$ cat src/design/pafk_pkg.sv
// ----------------------------------------------------------------------------
// pafk_pkg
// Shared constants, types and table of the planar arm forward kinematics block
// ----------------------------------------------------------------------------
package pafk_pkg;

  localparam int MAX_JOINTS   = 64;
  localparam int CORDIC_STEPS = 16;

  // rotation steps actually run, the arctangent table holds 24
  localparam int STEPS   = (CORDIC_STEPS > 24) ? 24 : CORDIC_STEPS;
  localparam int STEP_W  = (STEPS > 1) ? $clog2(STEPS) : 1;

  localparam int ANG_W   = 16;
  localparam int Q15_W   = 16;
  localparam int SUM_W   = 24;
  localparam int JU_W    = 7;
  localparam int VEC_W   = 34;                       // Q4.30 vector, residual angle at 2^32 units per turn
  localparam int TALLY_W = $clog2(MAX_JOINTS + 1);
  localparam int DIV_W   = SUM_W + 1;                // rounded magnitude
  localparam int REM_W   = TALLY_W + 1;
  localparam int DCNT_W  = $clog2(DIV_W);

  localparam logic signed [VEC_W-1:0] GAIN_Q30 = 34'sd652032875;

  typedef enum logic [2:0] {
    ST_IDLE,
    ST_LOAD,
    ST_ROT,
    ST_ACC,
    ST_DINIT,
    ST_DIV,
    ST_OUT
  } state_t;

  typedef struct packed {
    logic accept;
    logic load;
    logic rot;
    logic accum;
    logic div_init;
    logic div_step;
    logic emit;
  } pafk_cmd_t;

  typedef struct packed {
    logic full;
    logic in_last;
    logic last;
    logic step_last;
    logic div_last;
    logic out_free;
  } pafk_sts_t;

  // arctangent of 2^-i, 2^32 units per turn
  function automatic logic signed [VEC_W-1:0] atan_f(input logic [4:0] idx);
    logic signed [VEC_W-1:0] v;
    case (idx)
      5'd0:    v = 34'sd536870912;
      5'd1:    v = 34'sd316933406;
      5'd2:    v = 34'sd167458907;
      5'd3:    v = 34'sd85004756;
      5'd4:    v = 34'sd42667331;
      5'd5:    v = 34'sd21354465;
      5'd6:    v = 34'sd10679838;
      5'd7:    v = 34'sd5340245;
      5'd8:    v = 34'sd2670163;
      5'd9:    v = 34'sd1335087;
      5'd10:   v = 34'sd667544;
      5'd11:   v = 34'sd333772;
      5'd12:   v = 34'sd166886;
      5'd13:   v = 34'sd83443;
      5'd14:   v = 34'sd41722;
      5'd15:   v = 34'sd20861;
      5'd16:   v = 34'sd10430;
      5'd17:   v = 34'sd5215;
      5'd18:   v = 34'sd2608;
      5'd19:   v = 34'sd1304;
      5'd20:   v = 34'sd652;
      5'd21:   v = 34'sd326;
      5'd22:   v = 34'sd163;
      5'd23:   v = 34'sd81;
      default: v = '0;
    endcase
    return v;
  endfunction

endpackage

$ cat src/design/pafk_div.sv
// ----------------------------------------------------------------------------
// pafk_div
// One lane of the averaging divider: rounded signed sum / count, saturated
// ----------------------------------------------------------------------------
module pafk_div import pafk_pkg::*; (
  input  logic                    clk,
  input  logic                    rst_n,
  input  logic                    init,
  input  logic                    step,
  input  logic signed [SUM_W-1:0] sum,
  input  logic [TALLY_W-1:0]      n,
  output logic signed [Q15_W-1:0] quo,
  output logic                    last
);

  logic [DIV_W-1:0]  dq_r, dq_nxt;
  logic [REM_W-1:0]  rem_r, rem_nxt;
  logic [DCNT_W-1:0] cnt_r, cnt_nxt;
  logic              neg_r, neg_nxt;
  logic [DIV_W-1:0]  mag;
  logic [REM_W:0]    trial;
  logic              qbit;

  // magnitude plus half the count gives round half away from zero
  assign mag   = sum[SUM_W-1] ? DIV_W'(-$signed({sum[SUM_W-1], sum})) : DIV_W'({1'b0, sum});
  assign trial = {rem_r, dq_r[DIV_W-1]};
  assign qbit  = (trial >= (REM_W+1)'(n));
  assign last  = (cnt_r == DCNT_W'(DIV_W - 1));

  always_comb begin
    dq_nxt  = dq_r;
    rem_nxt = rem_r;
    cnt_nxt = cnt_r;
    neg_nxt = neg_r;
    if (init) begin
      dq_nxt  = mag + DIV_W'(n >> 1);
      rem_nxt = '0;
      cnt_nxt = '0;
      neg_nxt = sum[SUM_W-1];
    end else if (step) begin
      dq_nxt  = {dq_r[DIV_W-2:0], qbit};
      rem_nxt = qbit ? REM_W'(trial - (REM_W+1)'(n)) : trial[REM_W-1:0];
      cnt_nxt = cnt_r + 1'b1;
    end
  end

  always_ff @(posedge clk) begin
    if (!rst_n) begin
      cnt_r <= '0;
    end else begin
      cnt_r <= cnt_nxt;
    end
    dq_r  <= dq_nxt;
    rem_r <= rem_nxt;
    neg_r <= neg_nxt;
  end

  // sign back on and saturate to q1.15
  always_comb begin
    if (n == '0) begin
      quo = '0;
    end else if (neg_r) begin
      quo = (dq_r >= DIV_W'(32768)) ? 16'sh8000 : Q15_W'(-$signed({1'b0, dq_r}));
    end else begin
      quo = (dq_r > DIV_W'(32767)) ? 16'sh7fff : Q15_W'(dq_r);
    end
  end

endmodule

$ cat src/design/pafk_datapath.sv
// ----------------------------------------------------------------------------
// pafk_datapath
// Angle sum, iterative cordic rotation, term sums, averaging and output register
// ----------------------------------------------------------------------------
module pafk_datapath import pafk_pkg::*; (
  input  logic              clk,
  input  logic              rst_n,
  input  pafk_cmd_t         cmd,
  output pafk_sts_t         sts,
  input  logic [ANG_W-1:0]  in_tdata,
  input  logic              in_tlast,
  output logic              out_tvalid,
  input  logic              out_tready,
  output logic [39:0]       out_tdata
);

  logic [ANG_W-1:0]          angle_total_r;
  logic signed [SUM_W-1:0]   sum_x_r, sum_y_r;
  logic [TALLY_W-1:0]        tally_r;
  logic                      last_r;
  logic                      flip_r;
  logic signed [VEC_W-1:0]   x_r, y_r, z_r;
  logic [STEP_W-1:0]         step_r;
  logic                      out_valid_r;
  logic signed [Q15_W-1:0]   out_x_r, out_y_r;
  logic [JU_W-1:0]           out_n_r;

  logic [ANG_W-1:0]          fold_ang;
  logic                      fold;
  logic signed [VEC_W-1:0]   dx, dy, atn;
  logic signed [Q15_W-1:0]   term_x, term_y;
  logic signed [Q15_W-1:0]   quo_x, quo_y;
  logic                      last_x, last_y;
  logic [31:0]               tally32;

  function automatic logic signed [Q15_W-1:0] to_q15(input logic signed [VEC_W-1:0] v,
                                                     input logic flip);
    logic signed [VEC_W:0] r;
    r = ($signed({v[VEC_W-1], v}) + 35'sd16384) >>> 15;
    if (flip) r = -r;
    if (r > 35'sd32767) return 16'sh7fff;
    if (r < -35'sd32768) return 16'sh8000;
    return Q15_W'(r);
  endfunction

  function automatic logic signed [SUM_W-1:0] sat_add(input logic signed [SUM_W-1:0] s,
                                                      input logic signed [Q15_W-1:0] t);
    logic signed [SUM_W:0] r;
    r = $signed({s[SUM_W-1], s}) + (SUM_W+1)'(t);
    if (r[SUM_W] != r[SUM_W-1]) return r[SUM_W] ? {1'b1, {(SUM_W-1){1'b0}}}
                                                : {1'b0, {(SUM_W-1){1'b1}}};
    return r[SUM_W-1:0];
  endfunction

  // fold into a quarter turn either side of zero; a half turn flips bit 15
  assign fold     = angle_total_r[ANG_W-1] ^ angle_total_r[ANG_W-2];
  assign fold_ang = {angle_total_r[ANG_W-1] ^ fold, angle_total_r[ANG_W-2:0]};

  assign dx  = y_r >>> step_r;
  assign dy  = x_r >>> step_r;
  assign atn = atan_f(5'(step_r));

  assign term_x = to_q15(x_r, flip_r);
  assign term_y = to_q15(y_r, flip_r);

  assign tally32 = 32'(tally_r);

  always_ff @(posedge clk) begin
    if (!rst_n) begin
      angle_total_r <= '0;
      sum_x_r       <= '0;
      sum_y_r       <= '0;
      tally_r       <= '0;
      step_r        <= '0;
      out_valid_r   <= 1'b0;
    end else begin
      if (cmd.accept && !sts.full) angle_total_r <= angle_total_r + in_tdata;
      if (cmd.load) step_r <= '0;
      else if (cmd.rot) step_r <= step_r + 1'b1;
      if (cmd.accum) begin
        sum_x_r <= sat_add(sum_x_r, term_x);
        sum_y_r <= sat_add(sum_y_r, term_y);
        tally_r <= tally_r + 1'b1;
      end
      if (cmd.emit) begin
        angle_total_r <= '0;
        sum_x_r       <= '0;
        sum_y_r       <= '0;
        tally_r       <= '0;
      end
      if (cmd.emit) out_valid_r <= 1'b1;
      else if (out_tready) out_valid_r <= 1'b0;
    end
  end

  always_ff @(posedge clk) begin
    if (cmd.accept) last_r <= in_tlast;
    if (cmd.load) begin
      flip_r <= fold;
      x_r    <= GAIN_Q30;
      y_r    <= '0;
      z_r    <= {{(VEC_W-ANG_W-16){fold_ang[ANG_W-1]}}, fold_ang, 16'b0};
    end else if (cmd.rot) begin
      if (!z_r[VEC_W-1]) begin
        x_r <= x_r - dx;
        y_r <= y_r + dy;
        z_r <= z_r - atn;
      end else begin
        x_r <= x_r + dx;
        y_r <= y_r - dy;
        z_r <= z_r + atn;
      end
    end
    if (cmd.emit) begin
      out_x_r <= quo_x;
      out_y_r <= quo_y;
      out_n_r <= tally32[JU_W-1:0];
    end
  end

  pafk_div u_div_x (
    .clk   (clk),
    .rst_n (rst_n),
    .init  (cmd.div_init),
    .step  (cmd.div_step),
    .sum   (sum_x_r),
    .n     (tally_r),
    .quo   (quo_x),
    .last  (last_x)
  );

  pafk_div u_div_y (
    .clk   (clk),
    .rst_n (rst_n),
    .init  (cmd.div_init),
    .step  (cmd.div_step),
    .sum   (sum_y_r),
    .n     (tally_r),
    .quo   (quo_y),
    .last  (last_y)
  );

  always_comb begin
    sts.full      = (tally_r >= TALLY_W'(MAX_JOINTS));
    sts.in_last   = in_tlast;
    sts.last      = last_r;
    sts.step_last = (step_r == STEP_W'(STEPS - 1));
    sts.div_last  = last_x & last_y;
    sts.out_free  = !out_valid_r || out_tready;
  end

  assign out_tvalid = out_valid_r;
  assign out_tdata  = {1'b0, out_n_r, out_y_r, out_x_r};

  a_tally_max: assert property (@(posedge clk) disable iff (!rst_n)
    tally_r <= TALLY_W'(MAX_JOINTS))
    else $error("joint tally above limit");

  a_emit_clear: assert property (@(posedge clk) disable iff (!rst_n)
    cmd.emit |=> out_valid_r && tally_r == '0 && sum_x_r == '0 && angle_total_r == '0)
    else $error("state not cleared after result");

  a_acc_grow: assert property (@(posedge clk) disable iff (!rst_n)
    cmd.accum |=> tally_r == $past(tally_r) + 1'b1)
    else $error("tally did not advance on accumulate");

endmodule

$ cat src/design/pafk_ctrl.sv
// ----------------------------------------------------------------------------
// pafk_ctrl
// Sequencer: accept, rotate, accumulate, divide, hand off the result
// ----------------------------------------------------------------------------
module pafk_ctrl import pafk_pkg::*; (
  input  logic      clk,
  input  logic      rst_n,
  input  logic      in_tvalid,
  output logic      in_tready,
  input  pafk_sts_t sts,
  output pafk_cmd_t cmd
);

  state_t state_r, state_nxt;

  always_ff @(posedge clk) begin
    if (!rst_n) begin
      state_r <= ST_IDLE;
    end else begin
      state_r <= state_nxt;
    end
  end

  always_comb begin
    state_nxt = state_r;
    cmd       = '0;
    in_tready = 1'b0;
    unique case (state_r)
      ST_IDLE: begin
        in_tready = 1'b1;
        if (in_tvalid) begin
          cmd.accept = 1'b1;
          if (!sts.full) state_nxt = ST_LOAD;
          else if (sts.in_last) state_nxt = ST_DINIT;
        end
      end
      ST_LOAD: begin
        cmd.load  = 1'b1;
        state_nxt = ST_ROT;
      end
      ST_ROT: begin
        cmd.rot = 1'b1;
        if (sts.step_last) state_nxt = ST_ACC;
      end
      ST_ACC: begin
        cmd.accum = 1'b1;
        state_nxt = sts.last ? ST_DINIT : ST_IDLE;
      end
      ST_DINIT: begin
        cmd.div_init = 1'b1;
        state_nxt    = ST_DIV;
      end
      ST_DIV: begin
        cmd.div_step = 1'b1;
        if (sts.div_last) state_nxt = ST_OUT;
      end
      ST_OUT: begin
        if (sts.out_free) begin
          cmd.emit  = 1'b1;
          state_nxt = ST_IDLE;
        end
      end
      default: state_nxt = ST_IDLE;
    endcase
  end

  a_rot_hold: assert property (@(posedge clk) disable iff (!rst_n)
    state_r == ST_ROT && !sts.step_last |=> state_r == ST_ROT)
    else $error("rotation left early");

  a_out_done: assert property (@(posedge clk) disable iff (!rst_n)
    state_r == ST_OUT && sts.out_free |=> state_r == ST_IDLE)
    else $error("result handoff stuck");

  a_div_follow: assert property (@(posedge clk) disable iff (!rst_n)
    cmd.div_init |=> state_r == ST_DIV)
    else $error("divide did not start after init");

endmodule

$ cat src/design/planar_arm_forward_kinematics.sv
// ----------------------------------------------------------------------------
// planar_arm_forward_kinematics
// End-effector position of an N-link planar arm from streamed joint angles
// ----------------------------------------------------------------------------
// usage
//   input stream: one joint angle per transfer, in_tlast on the final joint
//   of an arm; angles are binary angle units, 65536 per turn
//   output stream: one transfer per arm carrying end x, end y (q1.15, total
//   arm length one) and the number of joints used
//   each joint goes through the accept, a load, the cordic steps of the
//   single shift-add rotator and an accumulate before the input is
//   ready again
//   the final joint then runs the bit-serial divider that averages both
//   sums over the joint count, then the result enters the output register
//   joints past MAX_JOINTS are taken and leave the sums and tally alone
//   reset (synchronous, rst_n low) clears the sums, tally and output valid
//   a stalled receiver holds the result in the output register; the next arm
//   is still taken and worked on, and only its own handoff waits
// ----------------------------------------------------------------------------
module planar_arm_forward_kinematics import pafk_pkg::*; (
  input  logic              clk,
  input  logic              rst_n,
  input  logic              in_tvalid,
  output logic              in_tready,
  input  logic [ANG_W-1:0]  in_tdata,   // [15:0] joint_angle
  input  logic              in_tlast,   // last_joint
  output logic              out_tvalid,
  input  logic              out_tready,
  output logic [39:0]       out_tdata   // [15:0] end_x, [31:16] end_y, [38:32] joints_used
);

  pafk_cmd_t cmd;
  pafk_sts_t sts;

  // sequencer
  pafk_ctrl u_ctrl (
    .clk       (clk),
    .rst_n     (rst_n),
    .in_tvalid (in_tvalid),
    .in_tready (in_tready),
    .sts       (sts),
    .cmd       (cmd)
  );

  // rotator, sums, divider and output register
  pafk_datapath u_dp (
    .clk        (clk),
    .rst_n      (rst_n),
    .cmd        (cmd),
    .sts        (sts),
    .in_tdata   (in_tdata),
    .in_tlast   (in_tlast),
    .out_tvalid (out_tvalid),
    .out_tready (out_tready),
    .out_tdata  (out_tdata)
  );

endmodule
$ cat config.mk
export PLATFORM = sky130hd
export DESIGN_NAME = planar_arm_forward_kinematics
export DESIGN_NICKNAME = d
export VERILOG_FILES = /design/src/design/pafk_pkg.sv /design/src/design/pafk_div.sv /design/src/design/pafk_datapath.sv /design/src/design/pafk_ctrl.sv /design/src/design/planar_arm_forward_kinematics.sv
export SDC_FILE = /design/constraint.sdc
export NUM_CORES = 2
export LEC_CHECK = 0
export BUFFER_PORTS_ARGS = -buffer_cell sky130_fd_sc_hd__buf_4
export CORE_MARGIN = 2
export CORE_UTILIZATION = 65
export CTS_CLUSTER_DIAMETER = 150
export DETAILED_ROUTE_END_ITERATION = 12
export PLACE_DENSITY = 0.82
export SLEW_MARGIN = 20
export SYNTH_ARGS = -nofsm -noshare
export SYNTH_HDL_FRONTEND = slang
export SYNTH_HIERARCHICAL = 1
export SYNTH_SLANG_ARGS = --single-unit
export TNS_END_PERCENT = 30
$ cat constraint.sdc
create_clock -name clk -period 8 [get_ports clk]
set_input_delay 0.4 -clock clk [delete_from_list [all_inputs] [get_ports clk]]
set_output_delay 0.4 -clock clk [all_outputs]
set_load 0.01 [all_outputs]
==> key figures <==
STA
  – Max_slew headroom: 0.260
  – Worst Tran Pin Value: 1110 ps
  – Worst Skew: 27.9 ps
  – # setup viols final: 0
  – Fin crit period: 7390 ps
  – Slew Limit Fails: 0
  – Setup_tns: 0 ps
  – RSZ-0062 raised after global routing: false
  – Fin. Hold Viols: 0
  – Period utilization: 0.924
  – Max Clock Freq: roughly 140 MHz

Run status
  – Status: finished clean

Die
  – Core area: 0.0491 sq mm
  – DIE AREA: 0.0516 sq mm
  – Row cnt: 81
  – Die width: 227 um
  – Initial Util: 0.660
  – Die Ht: 227 um
  – I/O pin count: 63

Logic synthesis
  – Synthesized flop and latch total: 330
  – EDFF count, synth: 111
  – Distinct cells, synth: approximately 110
  – Asr flop ratio synth: 0
  – Top_reg_cell synth: dfxtp_1
  – Mean Syn Cell Area: roughly 8.2 sq um
  – Synth warn: 6
  – Syn_nets: around 4,200
  – Synth Instances: 3,955
  – Netlist Area Pre-Place: 0.0324 sq mm
  – Sequential share of the synthesized area: 0.238

GRT
  – First-pass GRT wire length: 137,000 um
  – Global route overflow: 0
  – Initial antenna violation count: 1
  – Vias in the first global route: 27,500
  – Largest net degree at the start of global routing: 74
  – Overall routing resource usage: 0.320

Setup path
  – Worst path slowest cell: dfxtp_1
  – Worst R2R End: u_dp/sum_y_r[1]
  – CP Capture Type: flip-flop
  – Critical Path AT: 7850 ps
  – WP data required: between 8000 and 9000 ps
  – R2R Setup Slk: about 600 ps
  – CP peak stage delay: 630 ps
  – Worst reg2reg startpoint: u_dp/y_r[14]
  – Crit path buf inv count: 3
  – Crit-path max FO: 16
  – Setup CP Type: flip-flop to flip-flop
  – Cell family with most CP delay: compound AO/OA/AOI/OAI gates
  – Worst r2r path cells: 27
  – Startpoint types: flip-flop

Layout
  – Commonest non-fill, non-tap cells in the layout: 328 x nor2_1, 322 x a21oi_1, 307 x nand2_1
  – Design area: 0.0345 sq mm
  – Nets: between 4,000 and 5,000
  – Ant diodes: 0
  – Commonest non-fill, non-tap cell in the layout: nor2_1
  – P&R area growth vs syn: 6.38%
  – Layout cells sized above 1: 0.0973
  – Fin util: 0.703

Place
  – I/O Buffers: 61
  – Placer Congestion: 0.981
  – Hpwl dp: 60,400 um
  – Placed Area: 0.0331 sq mm

Hold path
  – Worst Hold Path EP: u_ctrl/state_r[1]
  – Hold WC Path Type: input port to flip-flop
  – Worst Hold Path Cells: 3
  – HP Start: rst_n

Drt
  – DRC: 0
  – Iter 0 DRT Violations: about 2,800
  – Via Count: roughly 30,000
  – Routed wire per std cell: approximately 18 um
  – Post-route ant nets: 0
  – DR pass1 iterations: 8
  – Post-Route WL: 84,100 um
  – Vias per cell: 6.55

Clock tree
  – Number of CTS-inserted buffers: 39
  – H-tree depth: 2
  – Clock Sinks: 330
  – Setup Fix Bufs, Post-CTS: 0
  – Root buf cell: clkbuf_16
  – TritonCTS clock tree: yes
  – Clock-pin slew on the worst setup and hold paths: around 60 ps
  – Max Root-Sink Buffers: 3
  – Worst-Skew Late Latency: 580 ps

Pwr
  – Worst vdd ir: 0.427 mV
  – Static leakage: 13.5 nW
  – PwrDens: 488 mW/mm^2

Run
  – Max-cap viol count: 0
cell usage after synthesis (15+ instances only):
cell type | n | area [sq um]
nor2_1 | 330 | 1240
a21oi_1 | 322 | 1610
nand2_1 | 307 | 1150
o21ai_0 | 290 | 1450
dfxtp_1 | 219 | 4380
xnor2_1 | 216 | 1890
ha_1 | 197 | 2460
xor2_1 | 164 | 1440
clkbuf_1 | 163 | 612
inv_1 | 129 | 484
mux2i_1 | 120 | 1200
edfxtp_1 | 111 | 3330
nor3_1 | 90 | 450
nand3_1 | 86 | 430
a21o_1 | 75 | 563
mux2_2 | 61 | 687
nand2b_1 | 60 | 375
nand4_1 | 60 | 375
mux4_2 | 58 | 1310
a211oi_1 | 54 | 405
nor2b_1 | 53 | 332
and3_1 | 48 | 300
a31oi_1 | 47 | 294
or3_1 | 47 | 294
o21a_1 | 43 | 323
o31ai_1 | 41 | 308
nor4_1 | 39 | 244
or2_2 | 30 | 188
and2_1 | 27 | 169
buf_1 | 25 | 93.8
a21boi_0 | 22 | 165
buf_2 | 22 | 110
o21bai_1 | 20 | 150
o22ai_1 | 20 | 125
a22oi_1 | 19 | 143
a311oi_1 | 19 | 166
o211ai_1 | 18 | 135
a211o_1 | 17 | 149
o41ai_1 | 16 | 140
or4_1 | 16 | 120
buf_4 | 15 | 113
state kept, by name, summed over array words and instances, names as in the netlist, 3 cells and up:
signal and flops:
u_ctrl/state_r 3, u_dp/angle_total_r 16, u_dp/atn 30, u_dp/out_n_r 7
u_dp/out_x_r 16, u_dp/out_y_r 16, u_dp/step_r 4, u_dp/sum_x_r 24
u_dp/sum_y_r 24, u_dp/tally_r 7, u_dp/u_div_x/cnt_r 5, u_dp/u_div_x/dq_r 25
u_dp/u_div_x/rem_r 8, u_dp/u_div_y/cnt_r 5, u_dp/u_div_y/dq_r 25, u_dp/u_div_y/rem_r 8
u_dp/x_r 34, u_dp/y_r 34, u_dp/z_r 34
metrics by stage:
stage                     cells  hold WS (ps)  setup WS, ps  total power, W
after floorplan            3955           432          1510          0.0123
after global placement     4497           450           319          0.0144
after detailed placement   4497           463           187          0.0147
after CTS                  4569           157           160          0.0166
after global routing       4569           178          36.9          0.0182
final                      4569           181           605          0.0168
power breakdown:
group | switching [W] | total, W | internal, W | leakage (nW)
clock | 0.000763 | 0.00181 | 0.00104 | 0.651
sequential | 0.000697 | 0.00287 | 0.00217 | 2.85
combinational | 0.00700 | 0.0121 | 0.00514 | 10.0
total | 0.00846 | 0.0168 | 0.00836 | 13.5
worst reg2reg max path, delay by kind of cell (launching register included):
family / cells / cell delay, ps
buffers and inverters: 3 / 450
AO/OA/AOI/OAI: 12 / 2890
XOR/XNOR: 2 / 290
flip-flops: 1 / 630
AND/OR/NAND/NOR: 6 / 1630
adder cells (fa/ha/maj): 4 / 1380
area by class of cell:
type	count	area (sq um)
fillers	3931	14600
multi-input cells	3262	23300
repair buffers	109	821
clock inverters	17	121
clock buffers	54	1190
inverters	133	499
well taps	664	831
flip-flops and latches	330	7730
what timing repair did:
item                                    4_1_cts  5_1_grt
gates resized for setup                       0        3
endpoints found under the hold margin         1        0
hold buffers                                  1        0
endpoints found under the setup margin        0       19
per-layer routing:
metal,GRT usage,part of all wire,wire [um]
met1,0.426,0.43,36100
met5,0,0,0
met3,0.0388,0.071,5960
met4,0.124,0.036,3030
met2,0.531,0.46,39000
logic make-up (layout without fill, tap and decap cells):
group,after synthesis,after routing,synth area share
flops,330,330,0.238
fa+ha+maj,220,220,0.0863
other cells,1,1,0.000116
mux,247,247,0.105
buf+inv,363,313,0.0458
xor+xnor,380,380,0.103
compound gates,1151,1151,0.226
simple gates,1263,1263,0.196
how the worst max path moves through the flow:
stage	startpoint	to	cells past startpoint
floorplan	u_dp/x_r[14]	u_dp/sum_x_r[18]	25
global placement	u_dp/x_r[15]	u_dp/sum_x_r[18]	23
detailed placement	u_dp/x_r[14]	u_dp/sum_x_r[19]	22
CTS	u_dp/x_r[15]	u_dp/sum_x_r[19]	22
global route	u_dp/y_r[14]	u_dp/sum_y_r[0]	27
finish	u_dp/y_r[14]	u_dp/sum_y_r[1]	27
No activity file was read; power rests on OpenSTA's default activity.
